===== config.mk =====
export PLATFORM = sky130hd
export DESIGN_NAME = hsv_to_rgb_converter
export DESIGN_NICKNAME = d
export VERILOG_FILES = /design/src/rtl/core/h2r_pkg.sv /design/src/rtl/core/h2r_front.sv /design/src/rtl/core/h2r_scale.sv /design/src/rtl/core/hsv_to_rgb_converter.sv
export SDC_FILE = /design/constraint.sdc
export NUM_CORES = 2
export LEC_CHECK = 0
export BUFFER_PORTS_ARGS = -buffer_cell sky130_fd_sc_hd__buf_2
export CORE_MARGIN = 3
export CORE_UTILIZATION = 45
export DETAILED_ROUTE_END_ITERATION = 16
export PLACE_DENSITY = 0.6
export SYNTH_ARGS = -nofsm -noshare
export SYNTH_HDL_FRONTEND = slang
export SYNTH_SLANG_ARGS = --single-unit

===== constraint.sdc =====
create_clock -name clk -period 7 [get_ports clk]
set_input_delay 0.7 -clock clk [delete_from_list [all_inputs] [get_ports clk]]
set_output_delay 0.7 -clock clk [all_outputs]
set_load 0.01 [all_outputs]

===== src/rtl/core/h2r_pkg.sv =====
`timescale 1ns / 1ps
`default_nettype none

package h2r_pkg;

  // hue resolution: one degree is 2**HUE_FRAC_BITS hue units
  localparam int HUE_FRAC_BITS = 4;

  localparam int HUE_W    = 13;
  localparam int PCT_W    = 7;
  localparam int COMP_W   = 8;
  localparam int SV_W     = 2 * PCT_W;
  localparam int PCT_MAX  = 100;
  localparam int COMP_MAX = 255;

  localparam longint unsigned SECTOR_UNITS = 64'd60 << HUE_FRAC_BITS;
  localparam longint unsigned HUE_LIMIT    = 64'd360 << HUE_FRAC_BITS;
  localparam int NUM_SECTORS = 6;

  localparam int UNIT_W  = $clog2(SECTOR_UNITS + 1);
  localparam int BASE_W  = $clog2((NUM_SECTORS - 1) * SECTOR_UNITS + 1);
  localparam int HCALC_W = (HUE_W > BASE_W) ? HUE_W : BASE_W;

  // full-scale numerator; each component is floor(num * 255 / DEN)
  localparam longint unsigned DEN = 64'(PCT_MAX * PCT_MAX) * SECTOR_UNITS;
  localparam int NUM_W  = $clog2(DEN + 1);
  localparam int PROD_W = NUM_W + COMP_W;

  // reciprocal of DEN, never above the exact value
  localparam longint unsigned RECIP = (64'd1 << PROD_W) / DEN;
  localparam int RECIP_W = $clog2(RECIP + 1);

  // pipeline depth
  localparam int FRONT_STAGES = 3;
  localparam int SCALE_STAGES = 4;
  localparam int NUM_STAGES   = FRONT_STAGES + SCALE_STAGES;

  localparam int SEC_W = 3;

  typedef logic [NUM_W-1:0]  num_t;
  typedef logic [COMP_W-1:0] comp_t;
  typedef logic [SEC_W-1:0]  sec_t;

  // 60-degree sectors
  localparam sec_t SEC_RED_YELLOW    = 3'd0;
  localparam sec_t SEC_YELLOW_GREEN  = 3'd1;
  localparam sec_t SEC_GREEN_CYAN    = 3'd2;
  localparam sec_t SEC_CYAN_BLUE     = 3'd3;
  localparam sec_t SEC_BLUE_MAGENTA  = 3'd4;
  localparam sec_t SEC_MAGENTA_RED   = 3'd5;

  // first hue of a sector
  function automatic logic [BASE_W-1:0] sector_base(input sec_t sec);
    return BASE_W'(64'(sec) * SECTOR_UNITS);
  endfunction

endpackage

`default_nettype wire


===== src/rtl/core/h2r_front.sv =====
`timescale 1ns / 1ps
`default_nettype none

module h2r_front import h2r_pkg::*; (
  input  wire logic                     clk,
  input  wire logic [FRONT_STAGES-1:0]  en,
  input  wire logic [HUE_W-1:0]         hue,
  input  wire logic [PCT_W-1:0]         saturation,
  input  wire logic [PCT_W-1:0]         brightness,
  output num_t                          red_num,
  output num_t                          green_num,
  output num_t                          blue_num,
  output logic                          range_error
);

  // stage 1 comb
  sec_t               sec_c;
  logic [HCALC_W-1:0] pos_c;
  logic [UNIT_W-1:0]  w_c;
  logic               err_c;

  // stage 1 regs
  logic              err1;
  sec_t              sec1;
  logic [SV_W-1:0]   sv1;
  logic [SV_W-1:0]   v100_1;
  logic [UNIT_W-1:0] w1;

  // stage 2 regs
  logic err2;
  sec_t sec2;
  num_t a2;
  num_t b2;
  num_t c2;

  num_t mid_c;

  always_comb begin
    sec_c = '0;
    for (int k = 1; k < NUM_SECTORS; k++) begin
      if (64'(hue) >= 64'(k) * SECTOR_UNITS) begin
        sec_c = sec_c + SEC_W'(1);
      end
    end
    pos_c = HCALC_W'(hue) - HCALC_W'(sector_base(sec_c));
    // rising edge in even sectors, falling edge in odd ones
    if (sec_c[0]) begin
      w_c = UNIT_W'(HCALC_W'(SECTOR_UNITS) - pos_c);
    end else begin
      w_c = UNIT_W'(pos_c);
    end
    err_c = (64'(hue) > HUE_LIMIT) || (saturation > PCT_W'(PCT_MAX))
            || (brightness > PCT_W'(PCT_MAX));
  end

  always_ff @(posedge clk) begin
    if (en[0]) begin
      err1   <= err_c;
      sec1   <= sec_c;
      sv1    <= SV_W'(saturation) * SV_W'(brightness);
      v100_1 <= SV_W'(brightness) * SV_W'(PCT_MAX);
      w1     <= w_c;
    end
  end

  // chroma share, offset share and full value
  always_ff @(posedge clk) begin
    if (en[1]) begin
      err2 <= err1;
      sec2 <= sec1;
      a2   <= NUM_W'(sv1) * NUM_W'(w1);
      b2   <= NUM_W'(v100_1 - sv1) * NUM_W'(SECTOR_UNITS);
      c2   <= NUM_W'(v100_1) * NUM_W'(SECTOR_UNITS);
    end
  end

  assign mid_c = a2 + b2;

  always_ff @(posedge clk) begin
    if (en[2]) begin
      range_error <= err2;
      if (err2) begin
        red_num   <= '0;
        green_num <= '0;
        blue_num  <= '0;
      end else begin
        unique case (sec2)
          SEC_RED_YELLOW: begin
            red_num <= c2;    green_num <= mid_c; blue_num <= b2;
          end
          SEC_YELLOW_GREEN: begin
            red_num <= mid_c; green_num <= c2;    blue_num <= b2;
          end
          SEC_GREEN_CYAN: begin
            red_num <= b2;    green_num <= c2;    blue_num <= mid_c;
          end
          SEC_CYAN_BLUE: begin
            red_num <= b2;    green_num <= mid_c; blue_num <= c2;
          end
          SEC_BLUE_MAGENTA: begin
            red_num <= mid_c; green_num <= b2;    blue_num <= c2;
          end
          default: begin
            red_num <= c2;    green_num <= b2;    blue_num <= mid_c;
          end
        endcase
      end
    end
  end

endmodule

`default_nettype wire


===== src/rtl/core/h2r_scale.sv =====
`timescale 1ns / 1ps
`default_nettype none

module h2r_scale import h2r_pkg::*; (
  input  wire logic                     clk,
  input  wire logic [SCALE_STAGES-1:0]  en,
  input  wire num_t                     num,
  output comp_t                         comp
);

  localparam int MUL_W = PROD_W + RECIP_W;

  logic [PROD_W-1:0] p4;
  logic [PROD_W-1:0] p5;
  logic [PROD_W-1:0] p6;
  comp_t             q5;
  comp_t             q6;
  logic [PROD_W-1:0] qd6;
  logic [MUL_W-1:0]  est_c;
  logic [PROD_W-1:0] rem_c;

  always_ff @(posedge clk) begin
    if (en[0]) begin
      p4 <= PROD_W'(num) * PROD_W'(COMP_MAX);
    end
  end

  // quotient estimate, low by at most one
  assign est_c = MUL_W'(p4) * MUL_W'(RECIP);

  always_ff @(posedge clk) begin
    if (en[1]) begin
      p5 <= p4;
      q5 <= est_c[PROD_W +: COMP_W];
    end
  end

  always_ff @(posedge clk) begin
    if (en[2]) begin
      p6  <= p5;
      q6  <= q5;
      qd6 <= PROD_W'(q5) * PROD_W'(DEN);
    end
  end

  assign rem_c = p6 - qd6;

  always_ff @(posedge clk) begin
    if (en[3]) begin
      comp <= (rem_c >= PROD_W'(DEN)) ? q6 + COMP_W'(1) : q6;
    end
  end

endmodule

`default_nettype wire


===== src/rtl/core/hsv_to_rgb_converter.sv =====
// hsv to rgb pixel converter, seven register stages from request to result
// throughput: one pixel per cycle while rgb_ready is not stalling the output, set by the fully pipelined datapath
// a stall passes back combinationally through the enable chain, so empty stages still fill under a stall
// reset (rst, synchronous) clears the valid bits; the datapath has no reset
`timescale 1ns / 1ps
`default_nettype none

module hsv_to_rgb_converter import h2r_pkg::*; (
  input  wire logic              clk,
  input  wire logic              rst,
  // hsv request channel
  input  wire logic              hsv_valid,
  output logic                   hsv_ready,
  input  wire logic [HUE_W-1:0]  hue,
  input  wire logic [PCT_W-1:0]  saturation,
  input  wire logic [PCT_W-1:0]  brightness,
  // rgb result channel
  output logic                   rgb_valid,
  input  wire logic              rgb_ready,
  output comp_t                  red,
  output comp_t                  green,
  output comp_t                  blue,
  output logic                   range_error
);

  // one valid bit per stage, stage 0 first
  logic [NUM_STAGES-1:0]   vld;
  logic [NUM_STAGES-1:0]   vld_in;
  // stage load enable: stage is empty or its content moves on
  logic [NUM_STAGES-1:0]   en;

  num_t red_num;
  num_t green_num;
  num_t blue_num;
  logic front_err;

  // error flag riding alongside the scaling stages
  logic [SCALE_STAGES-1:0] err_pipe;
  logic [SCALE_STAGES-1:0] err_in;

  always_comb begin
    en[NUM_STAGES-1] = !vld[NUM_STAGES-1] || rgb_ready;
    for (int k = NUM_STAGES - 2; k >= 0; k--) begin
      en[k] = !vld[k] || en[k+1];
    end
  end

  assign hsv_ready = en[0];
  assign vld_in    = {vld[NUM_STAGES-2:0], hsv_valid};

  always_ff @(posedge clk) begin
    if (rst) begin
      vld <= '0;
    end else begin
      for (int k = 0; k < NUM_STAGES; k++) begin
        if (en[k]) begin
          vld[k] <= vld_in[k];
        end
      end
    end
  end

  // range check, chroma products and sector placement
  h2r_front u_front (
    .clk         (clk),
    .en          (en[FRONT_STAGES-1:0]),
    .hue         (hue),
    .saturation  (saturation),
    .brightness  (brightness),
    .red_num     (red_num),
    .green_num   (green_num),
    .blue_num    (blue_num),
    .range_error (front_err)
  );

  // scale each component to 0..255 with truncation
  h2r_scale u_scale_red (
    .clk  (clk),
    .en   (en[NUM_STAGES-1:FRONT_STAGES]),
    .num  (red_num),
    .comp (red)
  );

  h2r_scale u_scale_green (
    .clk  (clk),
    .en   (en[NUM_STAGES-1:FRONT_STAGES]),
    .num  (green_num),
    .comp (green)
  );

  h2r_scale u_scale_blue (
    .clk  (clk),
    .en   (en[NUM_STAGES-1:FRONT_STAGES]),
    .num  (blue_num),
    .comp (blue)
  );

  assign err_in = {err_pipe[SCALE_STAGES-2:0], front_err};

  always_ff @(posedge clk) begin
    for (int k = 0; k < SCALE_STAGES; k++) begin
      if (en[FRONT_STAGES+k]) begin
        err_pipe[k] <= err_in[k];
      end
    end
  end

  assign rgb_valid   = vld[NUM_STAGES-1];
  assign range_error = err_pipe[SCALE_STAGES-1];

  // an out-of-range pixel comes out black
  a_err_black: assert property (@(posedge clk) disable iff (rst)
    rgb_valid && range_error |-> red == '0 && green == '0 && blue == '0)
    else $error("range error with nonzero components");

  // with no result waiting, the pipeline must take a request
  a_ready_when_empty: assert property (@(posedge clk) disable iff (rst)
    !rgb_valid |-> hsv_ready)
    else $error("request refused while output is empty");

  // requests in flight change only by what enters and what leaves
  a_conservation: assert property (@(posedge clk) disable iff (rst)
    !$past(rst) |-> $countones(vld) == $past($countones(vld))
      + $past(32'(hsv_valid && hsv_ready)) - $past(32'(rgb_valid && rgb_ready)))
    else $error("request lost or duplicated in pipeline");

endmodule

`default_nettype wire

**Word level (Yosys, flattened, before mapping)**

Index checks and enable logic that the tools add are counted.

- Bits in registers: 614
- Input port bits: 31
- Output and inout bits: 27

- Add/subtract/negate cells: 14
- $mul: 15
- $lt $le $gt $ge: 11
- Eq/ne operators: 4
- Multiplexer cells: 12
- Reduce and logical (&&, ||, !) cells: 23

Operator list:

| operator | number |
|---|---|
| $pmux 24 s2 | 3 |
| $mul 32x9->40 const B | 3 |
| $ge 32x24->1 const B | 3 |
| $mul 24x8->32 const B | 3 |
| $sub 32x32->32 | 3 |
| $mul 8x14->22 const B | 3 |
| $ge 13x12->1 const B | 2 |
| $add 24x24->24 | 1 |
| $add 8x1->8 const B | 3 |
| $mul 14x10->24 | 1 |
| $mul 24x4->18 const B | 1 |
| $mux 8 | 3 |
| $mul 12x4->16 const B | 1 |
| $sub 14x14->15 | 1 |
| $gt 7x7->1 const B | 2 |
| $mul 7x7->14 | 1 |
| $ge 13x10->1 const B | 1 |
| $ge 13x11->1 const B | 1 |
| $ge 13x13->1 const B | 1 |
| $gt 13x13->1 const B | 1 |
| $mul 7x5->12 const B | 1 |
| $mux 3 | 4 |
| $reduce_or 2->1 | 6 |
| $mux 10 | 1 |
| other kinds (12) | 29 |

**Longest topological paths before layout**

- Depth in word-level cells: 14
- Depth in mapped cells: 23
- Depth with buffers taken out: 22

**Modules after synthesis**

Synthesis repeated with hierarchy kept, for this count alone.

- Cell total of the unflattened synthesis: 6435
- Area total of the unflattened synthesis: 68049.0 um2

By module, submodules not included:

| module | times used | cells each | area each (um2) |
|---|---|---|---|
| h2r_front | 1 | 1777 | 17947.2 |
| h2r_scale at u_scale_blue | 1 | 1600 | 16847.4 |
| h2r_scale at u_scale_red | 1 | 1541 | 16593.4 |
| h2r_scale at u_scale_green | 1 | 1481 | 16251.8 |
| hsv_to_rgb_converter | 1 | 36 | 409.1 |

**Worst setup path after synthesis**

No wires, ideal clock.

- Path type: flip-flop to flip-flop
- Start point: reg u_front.w1[1]
- End point: reg u_front.a2[22], data pin
- Library setup time: 258 ps
- Arrival time: 5310 ps
- Data required time: 6742 ps
- Slack: 1432 ps
- Stages on the path, launching flop included: 23
- Clock period less this slack: 5568 ps
- Cells stage by stage: edfxtp_1 clkbuf_1 nand2_1 fa_1 inv_1 fa_1 inv_1 fa_1 inv_1 fa_1 inv_1 fa_1 inv_1 ha_1 o21a_1 nor2_1 nor3_1 o31ai_2 o21ai_1 or3b_1 a31o_2 a21oi_1 xnor2_1

- Longest elaborated chain between the ends: 1

Ends and longest elaborated chain:

| item | RTL line | source |
|---|---|---|
| start: declaration | h2r_front.sv:27 | `logic [UNIT_W-1:0] w1;` |
| start signal: assignment | h2r_front.sv:62 | `w1 <= w_c;` |
| $mul 14x10->24 | h2r_front.sv:71 | `a2 <= NUM_W'(sv1) * NUM_W'(w1);` |
| end signal: assignment | h2r_front.sv:71 |  |
| end: declaration | h2r_front.sv:32 | `num_t a2;` |

Every way passes these cells.
A chain may end at the register's enable or synchronous reset.

**Worst setup path in the final report**

Same ends and word-level chain as after synthesis.

==> summary.txt <==
Routing
  • ANT nets after route: 0
  • Initial drt markers: 2067
  • Aggregate routed wire length: 131 mm
  • DRT Pass-1 Iters: 7
  • DR vias: 41800
  • Drt via density: 5.03
  • Number of remaining DRC errors: 0
  • WL/cell: 15.8 µm

Clock tree
  • Cts repair resizes: 0
  • Num CTS Buffers: 72
  • CTS Sinks: 549
  • Htree depth: 3
  • Clock Path Buffers: 3
  • Reg clk slew, reported paths: 0.06 ns
  • CTS root buf: clkbuf_16
  • CTS tree: built
  • Hold_buf cts: 0
  • Clk_lat worst skew: 0.67 ns
  • Postcts setup bufs: 0

Synthesis
  • Post-synth EDFFs: 542
  • Post-Syn Area: 0.0669 mm²
  • Ys flop type: edfxtp_1
  • Synth Area per Inst: 10.7 µm²
  • Distinct cell type count after synthesis: 88
  • Net Count, Synth: 8113
  • Cells after synthesis: 6241
  • YS warnings: 0
  • Synth Register Bits: 549
  • Register area share after synthesis: 0.245
  • Async SR Flop Fraction: 0

Setup path
  • Critical path's largest stage delay: 0.63 ns
  • WP buf/inv: 5
  • CP arrival: 6.29 ns
  • Crit-path cells: nand2_1 > fa_1 > inv_1 > fa_1 > inv_1 > fa_1 > inv_1 > fa_1 > inv_1 > fa_1 > inv_1 > ha_1 > a2111oi_4 > nor3_1 > o31ai_2 > o21ai_1 > or3b_1 > a31o_2 > a21oi_1 > xnor2_1
  • Worst R2R Path Depth: 20
  • Crit path depth: 20
  • CP Capture Type: flip-flop
  • Req. time, crit path: 7.41 ns
  • Worst Path Max Fanout: 14
  • CP max stage cell: edfxtp_1
  • Setup CP Type: reg2reg
  • Startpoint class of the critical path: flip-flop
  • CP top delay family: adder cells

Placement
  • PortBufs: 57
  • Placed cell count: 8169
  • Placer's final routability congestion estimate: 0.865
  • HPWL after detailed placement: 111 mm

Timing
  • Slew HR: 0.201
  • Fmax: 0.170 GHz
  • Period Utilization, post-route: 0.839
  • Setup TNS: 0 ns
  • Fin. max-slew vios: 0
  • Crit path time final: 5.87 ns
  • Worst-margin pin slew: 1.19 ns
  • Unrepaired setup endpoints after global routing: false
  • Clock Skews: 0.0463 ns
  • Fin. Hold Viols: 0
  • Setup violations, final: 0

Flow run
  • Maxcap violations: 0

Floorplan
  • Die Wd: 392 µm
  • Initial Util: 0.456
  • Top-Level Pins: 58
  • Total die area: 0.153 mm²
  • Die height: 392 µm
  • Core Area: 0.147 mm²
  • Row cnt: 140

Layout
  • Fillers: 13300
  • Area of the multi-input gates: 0.0444 mm²
  • Final net count: 8198
  • Layout cells sized above 1: 0.0385
  • FF/Latch Area: 0.0164 mm²
  • Commonest non-fill, non-tap cell in the layout: inv_1
  • Synth-to-layout area growth: 7.90%
  • Final instance count without filler cells: 8303
  • Most frequent cells in the layout: inv_1 (1568), fa_1 (1007), ha_1 (834), edfxtp_1 (542), a21oi_1 (272)

Hold path
  • Type of the worst min-delay path: in2reg
  • Cell count of the worst hold path: 1

Global route
  • First-pass GRT wire length: 224 mm
  • Grt total ovfl: 0
  • Gr usage total: 0.179
  • Vias in the first global route: 44500
  • Largest net degree at the start of global routing: 91
  • Initial antenna violation count: 1

Status
  • Outcome: completed
worst reg2reg max path, delay by kind of cell, from the launching register on:
family	cells	cell delay [ns]
fa+ha+maj	6	2.77
buf+inv	5	0.24
xor+xnor	1	0.08
compound gates	5	1.24
simple gates	3	0.67
flops	1	0.63
routing by layer:
layer | global-route usage | routed length, µm | up-vias
li1 | - | - | 20400
met1 | 0.252 | 62900 | 20500
met2 | 0.290 | 60100 | 628
met3 | 0.0233 | 4890 | 179
met4 | 0.0542 | 3660 | 0
met5 | 0 | 0 | -
cell families after synthesis:
kind of cell,count (synthesis),share of synthesized area
adders and majority gates,1841,0.457
DFF,549,0.245
xor gates and xnor gates,316,0.0414
buffers and inverters,1630,0.0915
AOI/OAI and AO/OA,902,0.0899
muxes,18,0.00290
and+or+nand+nor,985,0.0715
cells in the mapped netlist, types with 10 or more instances:
cell type	n	area [µm²]
ha_1	834	10400
clkbuf_1	55	206
o21ai_0	132	661
o31ai_1	16	120
o22ai_1	11	68.8
a31o_2	13	114
xnor2_1	233	2040
and2_1	105	657
o221ai_1	14	123
xor2_1	83	727
a22oi_1	18	135
nand2_1	272	1020
nand2b_1	36	225
a221oi_1	10	87.6
a41oi_1	10	87.6
o21bai_1	33	248
inv_1	1570	5890
nor3_1	63	315
edfxtp_1	542	16300
a2111oi_0	10	87.6
and3_1	35	219
o2111ai_1	15	131
nor2_1	258	968
a21oi_1	272	1360
or3_1	20	125
a211oi_1	41	308
or2_2	14	87.6
nand3_1	62	310
a211o_1	13	114
nor2b_1	40	250
a31oi_1	31	194
mux2i_1	10	100
o21a_1	41	308
nand4_1	30	188
nor4_1	12	75.1
a21o_1	116	871
o211ai_1	14	105
fa_1	1007	20200
a21boi_0	15	113
stage by stage:
step | hold slack [ns] | instance area [µm²] | utilization | setup WS [ns]
floorplan | 0.400 | 66900 | - | 1.43
global placement | 0.401 | 69500 | 0.474 | 1.18
detailed placement | 0.405 | 69500 | 0.474 | 1.14
CTS | 0.223 | 72200 | 0.492 | 1.11
global route | 0.271 | 72200 | 0.492 | 0.843
finish | 0.283 | 72200 | 0.492 | 1.13
final cells by class:
type                    count  share of cell area
well taps                1917              0.0332
repair buffers             70             0.00530
clock inverters            53              0.0116
clock buffers              80              0.0257
multi-input cells        4062               0.615
diodes                      1           0.0000347
inverters                1571              0.0818
flip-flops and latches    549               0.227
registers in the layout (all words and copies together), names as in the netlist, 14 cells and up:
| register | flops |
|---|---|
| u_front.blue_num | 24 |
| u_scale_green.p6 | 22 |
| u_scale_red.p4 | 32 |
| u_scale_blue.p4 | 32 |
| u_front.a2 | 24 |
| u_scale_green.p4 | 32 |
| u_scale_red.p5 | 22 |
| u_scale_red.p6 | 22 |
| u_front.b2 | 18 |
| u_front.sv1 | 14 |
| u_scale_green.qd6 | 21 |
| u_scale_blue.qd6 | 21 |
| u_scale_blue.p5 | 22 |
| u_front.green_num | 24 |
| u_front.red_num | 24 |
| u_scale_red.qd6 | 21 |
| u_scale_green.p5 | 22 |
| u_front.c2 | 16 |
| u_scale_blue.p6 | 22 |
worst paths after layout:
check / slack (ns) / startpoint / end
min: 0.28 / hue[0] / u_front.w1[0]
max reg2reg: 1.13 / u_front.w1[1] / u_front.a2[22]
min reg2reg: 0.41 / u_scale_green.p5[28] / u_scale_green.p6[28]
max: 1.13 / u_front.w1[1] / u_front.a2[22]
Power is left out: the tool's default activity adds up to more than one toggle a clock period on the data nets, which glitch-free logic cannot reach.
